`src/design/ptw_pkg.sv`:
```
// Package for the page table walker: shared types, result codes and PTE layout.
// No dependencies; used by every module of the walker and by its checker.
`default_nettype none

package ptw_pkg;

    localparam int VA_W       = 39;
    localparam int PA_W       = 56;
    localparam int PPN_W      = 44;
    localparam int PTE_W      = 64;
    localparam int LVL_W      = 2;
    localparam int PAGE_SHIFT = 12;
    localparam int PTE_SHIFT  = 3;   // 8-byte PTEs
    localparam int SH_W       = 6;   // holds any level shift up to 12 + 3*10

    // PTE bit positions
    localparam int PTE_V      = 0;
    localparam int PTE_R      = 1;
    localparam int PTE_X      = 3;
    localparam int PTE_PPN_LO = 10;
    localparam int PTE_PPN_HI = PTE_PPN_LO + PPN_W - 1;

    localparam int IN_DATA_W  = 104;  // vaddr + pte_word, padded to bytes
    localparam int OUT_DATA_W = 56;

    typedef enum logic [1:0] {
        KIND_READ  = 2'd0,
        KIND_DONE  = 2'd1,
        KIND_FAULT = 2'd2
    } t_kind;

    typedef enum logic {
        ACT_REQUEST  = 1'b0,
        ACT_RESPONSE = 1'b1
    } t_action;

    // One walk step: what to emit and how the walk state moves.
    typedef struct packed {
        logic              emit;
        t_kind             kind;
        logic [PA_W-1:0]   address;
        logic              nxt_active;
        logic [LVL_W-1:0]  nxt_level;
        logic              load_vaddr;
    } t_step;

endpackage

`default_nettype wire

```
`src/design/page_table_translation_walker.sv`:
```
// Page table walker top level: config register, walk state, result register.
// Instantiates ptw_in_reg and ptw_step; uses ptw_pkg.
//
// Usage:
//  - Config: write the root table PPN on i_cfg_data with i_cfg_valid; o_cfg_ready
//    is always high. Zero means no table: every request faults. Write only idle.
//  - Input stream (s_axis): tuser = action (0 translate request, 1 PTE response);
//    tdata = vaddr in [38:0], pte_word in [102:39]. A request restarts any walk;
//    a response while idle is dropped without a result.
//  - Output stream (m_axis): tuser = kind (read PTE, done, fault); tdata = PTE
//    address to read or the translated physical address, zero on a fault.
//    The master must answer each read with one response beat.
//  - Throughput: one beat per cycle while the result side does not stall. Path:
//    the input register, then one walk-step decode and add into the result
//    register.
//  - Stall: while m_axis_tready is low the result holds, the input register
//    still drains beats that give no result, and s_axis_tready drops once the
//    input register holds a beat that must wait for the result register.
//  - Reset (i_rst_n low, synchronous): walker idle, level and saved vaddr zero,
//    root PPN zero, both streams empty.
`default_nettype none

module page_table_translation_walker #(
    parameter int LEVELS     = 3,
    parameter int INDEX_BITS = 9
) (
    input  wire                            i_clk,
    input  wire                            i_rst_n,
    // config write
    input  wire                            i_cfg_valid,
    output logic                           o_cfg_ready,
    input  wire [ptw_pkg::PPN_W-1:0]       i_cfg_data,     // root_table_ppn
    // input stream
    input  wire                            s_axis_tvalid,
    output logic                           s_axis_tready,
    input  wire [ptw_pkg::IN_DATA_W-1:0]   s_axis_tdata,   // vaddr, pte_word, pad
    input  wire [0:0]                      s_axis_tuser,   // action
    // result stream
    output logic                           m_axis_tvalid,
    input  wire                            m_axis_tready,
    output logic [ptw_pkg::OUT_DATA_W-1:0] m_axis_tdata,   // address
    output logic [1:0]                     m_axis_tuser    // kind
);

    // root table register
    logic [ptw_pkg::PPN_W-1:0]  r_root_ppn;

    // walk state
    logic                       r_active;
    logic [ptw_pkg::LVL_W-1:0]  r_level;
    logic [ptw_pkg::VA_W-1:0]   r_saved_vaddr;

    // result register
    logic                       r_out_valid;
    ptw_pkg::t_kind             r_out_kind;
    logic [ptw_pkg::PA_W-1:0]   r_out_addr;

    logic                       in_valid;
    logic                       in_action;
    logic [ptw_pkg::VA_W-1:0]   in_vaddr;
    logic [ptw_pkg::PTE_W-1:0]  in_pte;
    logic                       advance;
    ptw_pkg::t_step             step;

    assign o_cfg_ready = 1'b1;

    always_ff @(posedge i_clk) begin
        if (!i_rst_n) begin
            r_root_ppn <= '0;
        end else if (i_cfg_valid) begin
            r_root_ppn <= i_cfg_data;
        end
    end

    ptw_in_reg u_in_reg (
        .i_clk    (i_clk),
        .i_rst_n  (i_rst_n),
        .i_valid  (s_axis_tvalid),
        .o_ready  (s_axis_tready),
        .i_data   (s_axis_tdata),
        .i_user   (s_axis_tuser[0]),
        .i_take   (advance),
        .o_valid  (in_valid),
        .o_action (in_action),
        .o_vaddr  (in_vaddr),
        .o_pte    (in_pte)
    );

    ptw_step #(
        .LEVELS     (LEVELS),
        .INDEX_BITS (INDEX_BITS)
    ) u_step (
        .i_action      (in_action),
        .i_vaddr       (in_vaddr),
        .i_pte         (in_pte),
        .i_root_ppn    (r_root_ppn),
        .i_active      (r_active),
        .i_level       (r_level),
        .i_saved_vaddr (r_saved_vaddr),
        .o_step        (step)
    );

    // a beat leaves the input register when its result (if any) has a slot
    assign advance = in_valid && (!step.emit || !r_out_valid || m_axis_tready);

    always_ff @(posedge i_clk) begin
        if (!i_rst_n) begin
            r_active      <= 1'b0;
            r_level       <= '0;
            r_saved_vaddr <= '0;
        end else if (advance) begin
            r_active <= step.nxt_active;
            r_level  <= step.nxt_level;
            if (step.load_vaddr) begin
                r_saved_vaddr <= in_vaddr;
            end
        end
    end

    always_ff @(posedge i_clk) begin
        if (!i_rst_n) begin
            r_out_valid <= 1'b0;
        end else if (advance && step.emit) begin
            r_out_valid <= 1'b1;
        end else if (m_axis_tready) begin
            r_out_valid <= 1'b0;
        end
    end

    always_ff @(posedge i_clk) begin
        if (advance && step.emit) begin
            r_out_kind <= step.kind;
            r_out_addr <= step.address;
        end
    end

    assign m_axis_tvalid = r_out_valid;
    assign m_axis_tdata  = r_out_addr;
    assign m_axis_tuser  = r_out_kind;

endmodule

`default_nettype wire

```
`src/design/ptw_in_reg.sv`:
```
// Input register stage of the page table walker.
// Holds one accepted beat until the step logic consumes it; uses ptw_pkg.
`default_nettype none

module ptw_in_reg (
    input  wire                           i_clk,
    input  wire                           i_rst_n,
    input  wire                           i_valid,
    output logic                          o_ready,
    input  wire [ptw_pkg::IN_DATA_W-1:0]  i_data,
    input  wire                           i_user,
    input  wire                           i_take,
    output logic                          o_valid,
    output logic                          o_action,
    output logic [ptw_pkg::VA_W-1:0]      o_vaddr,
    output logic [ptw_pkg::PTE_W-1:0]     o_pte
);

    logic                       r_valid;
    logic                       r_action;
    logic [ptw_pkg::VA_W-1:0]   r_vaddr;
    logic [ptw_pkg::PTE_W-1:0]  r_pte;

    assign o_ready = !r_valid || i_take;

    always_ff @(posedge i_clk) begin
        if (!i_rst_n) begin
            r_valid <= 1'b0;
        end else if (o_ready) begin
            r_valid <= i_valid;
        end
    end

    always_ff @(posedge i_clk) begin
        if (i_valid && o_ready) begin
            r_action <= i_user;
            r_vaddr  <= i_data[ptw_pkg::VA_W-1:0];
            r_pte    <= i_data[ptw_pkg::VA_W +: ptw_pkg::PTE_W];
        end
    end

    assign o_valid  = r_valid;
    assign o_action = r_action;
    assign o_vaddr  = r_vaddr;
    assign o_pte    = r_pte;

endmodule

`default_nettype wire

```
`src/design/ptw_step.sv`:
```
// Combinational walk step: decodes a request or a PTE response against walk state.
// Uses ptw_pkg; instantiated by the walker top level.
`default_nettype none

module ptw_step #(
    parameter int LEVELS     = 3,
    parameter int INDEX_BITS = 9
) (
    input  wire                           i_action,
    input  wire [ptw_pkg::VA_W-1:0]       i_vaddr,
    input  wire [ptw_pkg::PTE_W-1:0]      i_pte,
    input  wire [ptw_pkg::PPN_W-1:0]      i_root_ppn,
    input  wire                           i_active,
    input  wire [ptw_pkg::LVL_W-1:0]      i_level,
    input  wire [ptw_pkg::VA_W-1:0]       i_saved_vaddr,
    output ptw_pkg::t_step                o_step
);

    localparam logic [ptw_pkg::LVL_W-1:0] TopLevel = ptw_pkg::LVL_W'(LEVELS - 1);

    logic                               is_req;
    logic [ptw_pkg::LVL_W-1:0]          idx_level;
    logic [ptw_pkg::VA_W-1:0]           idx_va;
    logic [ptw_pkg::SH_W-1:0]           idx_sh;
    logic [ptw_pkg::SH_W-1:0]           leaf_sh;
    logic [ptw_pkg::VA_W-1:0]           va_shifted;
    logic [INDEX_BITS-1:0]              idx;
    logic [ptw_pkg::PA_W-1:0]           table_base;
    logic [ptw_pkg::PA_W-1:0]           pte_base;
    logic [ptw_pkg::PA_W-1:0]           pte_addr;
    logic [ptw_pkg::PA_W-1:0]           leaf_mask;
    logic [ptw_pkg::PA_W-1:0]           leaf_addr;
    logic                               pte_v;
    logic                               pte_leaf;

    assign is_req   = (i_action == ptw_pkg::ACT_REQUEST);
    assign pte_v    = i_pte[ptw_pkg::PTE_V];
    assign pte_leaf = |i_pte[ptw_pkg::PTE_X:ptw_pkg::PTE_R];
    assign pte_base = {i_pte[ptw_pkg::PTE_PPN_HI:ptw_pkg::PTE_PPN_LO],
                       ptw_pkg::PAGE_SHIFT'(0)};

    // index of next PTE: top level on a request, one level down on a response
    assign idx_level  = is_req ? TopLevel : (i_level - ptw_pkg::LVL_W'(1));
    assign idx_va     = is_req ? i_vaddr : i_saved_vaddr;
    assign idx_sh     = ptw_pkg::SH_W'(ptw_pkg::PAGE_SHIFT)
                      + ptw_pkg::SH_W'(idx_level) * ptw_pkg::SH_W'(INDEX_BITS);
    assign va_shifted = idx_va >> idx_sh;
    assign idx        = va_shifted[INDEX_BITS-1:0];
    assign table_base = is_req ? {i_root_ppn, ptw_pkg::PAGE_SHIFT'(0)} : pte_base;
    assign pte_addr   = table_base + (ptw_pkg::PA_W'(idx) << ptw_pkg::PTE_SHIFT);

    // leaf: page offset covers all levels below the current one
    assign leaf_sh    = ptw_pkg::SH_W'(ptw_pkg::PAGE_SHIFT)
                      + ptw_pkg::SH_W'(i_level) * ptw_pkg::SH_W'(INDEX_BITS);
    assign leaf_mask  = ~({ptw_pkg::PA_W{1'b1}} << leaf_sh);
    assign leaf_addr  = pte_base + (ptw_pkg::PA_W'(i_saved_vaddr) & leaf_mask);

    always_comb begin
        o_step            = '0;
        o_step.kind       = ptw_pkg::KIND_FAULT;
        o_step.nxt_active = i_active;
        o_step.nxt_level  = i_level;
        priority if (is_req) begin
            o_step.emit       = 1'b1;
            o_step.load_vaddr = 1'b1;
            o_step.nxt_level  = TopLevel;
            if (i_root_ppn == '0) begin
                o_step.nxt_active = 1'b0;
            end else begin
                o_step.kind       = ptw_pkg::KIND_READ;
                o_step.address    = pte_addr;
                o_step.nxt_active = 1'b1;
            end
        end else if (!i_active) begin
            o_step.emit = 1'b0;   // stray response
        end else if (!pte_v) begin
            o_step.emit       = 1'b1;
            o_step.nxt_active = 1'b0;
        end else if (pte_leaf) begin
            o_step.emit       = 1'b1;
            o_step.kind       = ptw_pkg::KIND_DONE;
            o_step.address    = leaf_addr;
            o_step.nxt_active = 1'b0;
        end else if (i_level == '0 || pte_base == '0) begin
            o_step.emit       = 1'b1;
            o_step.nxt_active = 1'b0;
        end else begin
            o_step.emit      = 1'b1;
            o_step.kind      = ptw_pkg::KIND_READ;
            o_step.address   = pte_addr;
            o_step.nxt_level = i_level - ptw_pkg::LVL_W'(1);
        end
    end

endmodule

`default_nettype wire

```
`config.mk`:
```
export PLATFORM = sky130hd
export DESIGN_NAME = page_table_translation_walker
export DESIGN_NICKNAME = d
export VERILOG_FILES = /design/src/design/ptw_pkg.sv /design/src/design/page_table_translation_walker.sv /design/src/design/ptw_in_reg.sv /design/src/design/ptw_step.sv
export SDC_FILE = /design/constraint.sdc
export NUM_CORES = 1
export LEC_CHECK = 0
export ABC_AREA = 1
export ABC_CLOCK_PERIOD_IN_PS = 6300
export BUFFER_PORTS_ARGS = -buffer_cell sky130_fd_sc_hd__buf_2
export CORE_MARGIN = 1
export CORE_UTILIZATION = 62
export DETAILED_ROUTE_END_ITERATION = 10
export GPL_ROUTABILITY_DRIVEN = 0
export HOLD_SLACK_MARGIN = 0.05
export PLACE_DENSITY = 0.86
export SETUP_SLACK_MARGIN = 0.15
export SLEW_MARGIN = 20
export SYNTH_ARGS = -nofsm -noshare
export SYNTH_HDL_FRONTEND = slang
export SYNTH_SLANG_ARGS = --single-unit
```
`constraint.sdc`:
```
create_clock -name i_clk -period 6.3 [get_ports i_clk]
set_input_delay 0.63 -clock i_clk [delete_from_list [all_inputs] [get_ports i_clk]]
set_output_delay 0.63 -clock i_clk [all_outputs]
set_load 0.05 [all_outputs]
```
==> impl_metrics.env <==
export IMPL_regToRegEndpoint="m_axis_tdata[49]"
export IMPL_synth_fa_ha_area_frac=0.0335
export IMPL_synth_top_cell_area_share=0.329
export IMPL_cts_htree_levels=1
export IMPL_grt_pass1_vias=12300
export IMPL_drt_pass1_iterations=11
export IMPL_place_ws_ps=2740
export IMPL_hpwl_mm=28.5
export IMPL_die_h_um=149
export IMPL_grt_pass1_wl_mm=60.6
export IMPL_max_slew_margin=0.236
export IMPL_initial_utilization=0.633
export IMPL_ctsResizeCount=0
export IMPL_final_area_sq_um=15100
export IMPL_met1_length_mm=14.1
export IMPL_power_switching_mw=1.02
export IMPL_min_to="u_in_reg.o_vaddr[23]"
export IMPL_r2r_slack_ps=2570
export IMPL_cts_setup_buffers=0
export IMPL_core_region_area_sq_um=21000
export IMPL_diodes=0
export IMPL_arrival_ps=4010
export IMPL_via_count=13200
export IMPL_finalNetCount=2149
export IMPL_muxShareOfSynthArea=0.000752
export IMPL_synth_top_family_by_area="simple AND/OR/NAND/NOR gates"
export IMPL_drc=1
export IMPL_grt_usage=0.355
export IMPL_grt_overflow=0
export IMPL_numCtsBuffers=24
export IMPL_seqPwrFrac=0.486
export IMPL_outcome="complete, but fails checks"
export IMPL_synth_net_count=1983
export IMPL_wl_met2_mm=18.0
export IMPL_r2r_start="r_level[0]"
export IMPL_grt_setup_unrepaired="false"
export IMPL_period_needed_ps=3730
export IMPL_cts_max_path_buffers=3
export IMPL_ys_top_cells_by_count="nand2_1, nor2_1, inv_1"
export IMPL_failed_checks="design-rule violations"
export IMPL_syn2layout_area_growth_pct=13.6
export IMPL_power_leakage_nw=6.93
export IMPL_drive_gt1_frac=0.135
export IMPL_final_cells=2253
export IMPL_dieArea_sq_um=22100
export IMPL_synthFlopType="edfxtp_1"
export IMPL_rows=53
export IMPL_yosys_warnings=0
export IMPL_synthArstFlopShare=0
export IMPL_drtAntennaViolNets=0
export IMPL_synthSimpleGateAreaFrac=0.293
export IMPL_yosys_cell_types_count=49
export IMPL_synth_cells=1794
export IMPL_cp_start_kind="flip-flop"
export IMPL_cts_sinks=234
export IMPL_finalCritPeriodShare=0.592
export IMPL_fin_worst_skew_ps=19.9
export IMPL_synthXorXnorAreaFrac=0.00263
export IMPL_reg2reg_depth=16
export IMPL_vdd_drop_max_mv=0.225
export IMPL_multi_input_area_sq_um=5950
export IMPL_setup_tns_final_ps=0
export IMPL_p_int_mw=2.65
export IMPL_routed_wl_mm=39.2
export IMPL_powerDensity_nw_per_um2=243
export IMPL_maxSlewViolCount=0
export IMPL_fmax_mhz=268
export IMPL_drt_iter0_drc=1643
export IMPL_fp_dieW_um=149
export IMPL_p_comb_frac=0.138
export IMPL_cts_hold_fix_buffers=0
export IMPL_insertion_delay_ps=540
export IMPL_cts_tree="yes"
export IMPL_synth_compound_area_frac=0.117
export IMPL_path_class="flip-flop to flip-flop"
export IMPL_clkTransAtPathRegs_ps=60
export IMPL_port_buffers=196
export IMPL_ys_ff_latch=234
export IMPL_fillers=1650
export IMPL_hold_start="s_axis_tdata[23]"
export IMPL_utilization=0.719
export IMPL_hold_depth=1
export IMPL_synth_most_common_cell="nand2_1"
export IMPL_syn_area_sq_um=13300
export IMPL_syn_avg_cell_area_sq_um=7.42
export IMPL_swShare=0.278
export IMPL_worst_pin_slew_ps=1140
export IMPL_endpoint_kind="flip-flop"
export IMPL_place_inst=2209
export IMPL_setup_viol=0
export IMPL_dpl_cell_area_sq_um=14400
export IMPL_synth_edf_count=146
export IMPL_critPathMaxFanout=11
export IMPL_yosysSeqAreaShare=0.462
export IMPL_hold_violations=0
export IMPL_maxUsedRoutingLayer="met4"
export IMPL_maxCapViolCount=0
export IMPL_regArea_sq_um=6150
export IMPL_antenna_found_initial=0
export IMPL_viasPerCell=5.84
export IMPL_routedWlPerCell_um=17.4
export IMPL_grt_max_degree=76
export IMPL_layout_setup_ws_ps=2570
export IMPL_synth_area_leaders="edfxtp_1, nand2_1, dfxtp_1, nor2_1, inv_1"
export IMPL_dr_wl_met3_mm=4.31
export IMPL_cp_required_ps=6580
export IMPL_yosys_area_top_type="edfxtp_1"
export IMPL_pwr_share_clk=0.376
export IMPL_hold_path_class="primary input to flip-flop"
export IMPL_io_pins=215
export IMPL_clockRootBuffer="clkbuf_16"
[critical path: stages, from the launching register on]
cell and delay [ps]:
dfxtp_1 650, inv_4 180, ha_1 240, nor2_1 440, nor2_1 190, ha_1 410
nand2_1 100, inv_1 110, nand2_1 140, nor3_1 160, nand2_1 170, nand3_1 180
nand2_1 120, nand2_1 130, nand3_1 90, nand3_1 100, nand2_1 50
[logic make-up (layout without fill, tap and decap cells)]
| family | after synthesis | in the layout |
|---|---|---|
| AND/OR/NAND/NOR | 940 | 940 |
| AO/OA/AOI/OAI | 283 | 283 |
| adder cells (fa/ha/maj) | 35 | 35 |
| other | 1 | 1 |
| XOR/XNOR | 4 | 4 |
| flip-flops | 234 | 234 |
| multiplexers | 1 | 1 |
| buffers and inverters | 296 | 480 |
[worst max-delay path by stage]
| stage | startpoint | end | slack [ps] | cells past startpoint |
|---|---|---|---|---|
| after floorplan | u_in_reg.o_action | u_in_reg.o_action | 2830 | 6 |
| after global routing | r_level[0] | m_axis_tdata[49] | 2230 | 16 |
| after CTS | r_level[0] | m_axis_tdata[50] | 2700 | 16 |
| final | r_level[0] | m_axis_tdata[49] | 2570 | 16 |
| after global placement | r_level[0] | m_axis_tdata[30] | 2850 | 16 |
| after detailed placement | r_level[0] | m_axis_tdata[50] | 2740 | 16 |
[cell usage in the layout (no fill, tap or decap), drive strengths merged, types with 4 or more instances in the layout]
cell    netlist  layout
inv         235     235
nand3       130     130
buf          34     201
nand3b        5       5
clkbuf       27      34
ha           34      34
nand4        19      19
nand2       505     505
nor2        254     254
nor3         20      20
or2           5       5
o21ai       133     133
edfxtp      146     146
o21a         11      11
dfxtp        88      88
a22oi         4       4
a21oi        96      96
a211oi       10      10
o21bai        5       5
clkinv        0       8
o211ai       15      15
[per-layer routing]
| layer | GRT usage | up-vias |
|---|---|---|
| met5 | 0 | - |
| met3 | 0.0693 | 205 |
| li1 | - | 6166 |
| met1 | 0.430 | 5905 |
| met4 | 0.220 | 0 |
| met2 | 0.581 | 880 |
[power by group through the flow]
stage / registers (mW) / logic, mW / clock network (mW)
after detailed placement: 1.81 / 0.490 / 0
after CTS: 1.78 / 0.494 / 1.39
final: 1.79 / 0.508 / 1.38
after floorplan: 1.85 / 0.296 / 0
after global routing: 1.79 / 0.552 / 1.45
after global placement: 1.81 / 0.479 / 0
[per-stage QoR]
| stage | hold slack (ps) | total power, mW |
|---|---|---|
| 6_report | 258 | 3.67 |
| 3_5_place_dp | 457 | 2.30 |
| 2_1_floorplan | 430 | 2.14 |
| 5_1_grt | 242 | 3.79 |
| 3_3_place_gp | 441 | 2.29 |
| 4_1_cts | 244 | 3.67 |
[sequential cells by signal, summed over array words and instances, names as in the netlist, named ones only]
name,flops
u_in_reg.o_pte,48
u_in_reg.o_action,1
u_in_reg.o_valid,1
r_level,2
r_saved_vaddr,35
m_axis_tvalid,1
r_active,1
m_axis_tuser,2
u_in_reg.o_vaddr,39
r_root_ppn,44
m_axis_tdata,56
[layout make-up]
cell class / count / area share
Sequential cell: 234 / 0.406
Timing Repair Buffer: 201 / 0.0675
Clock inverter: 10 / 0.00720
Clock buffer: 34 / 0.0435
Inverter: 235 / 0.0588
Multi-Input combinational cell: 1264 / 0.394
Tap cell: 275 / 0.0228
No activity file was read; power rests on OpenSTA's default activity.
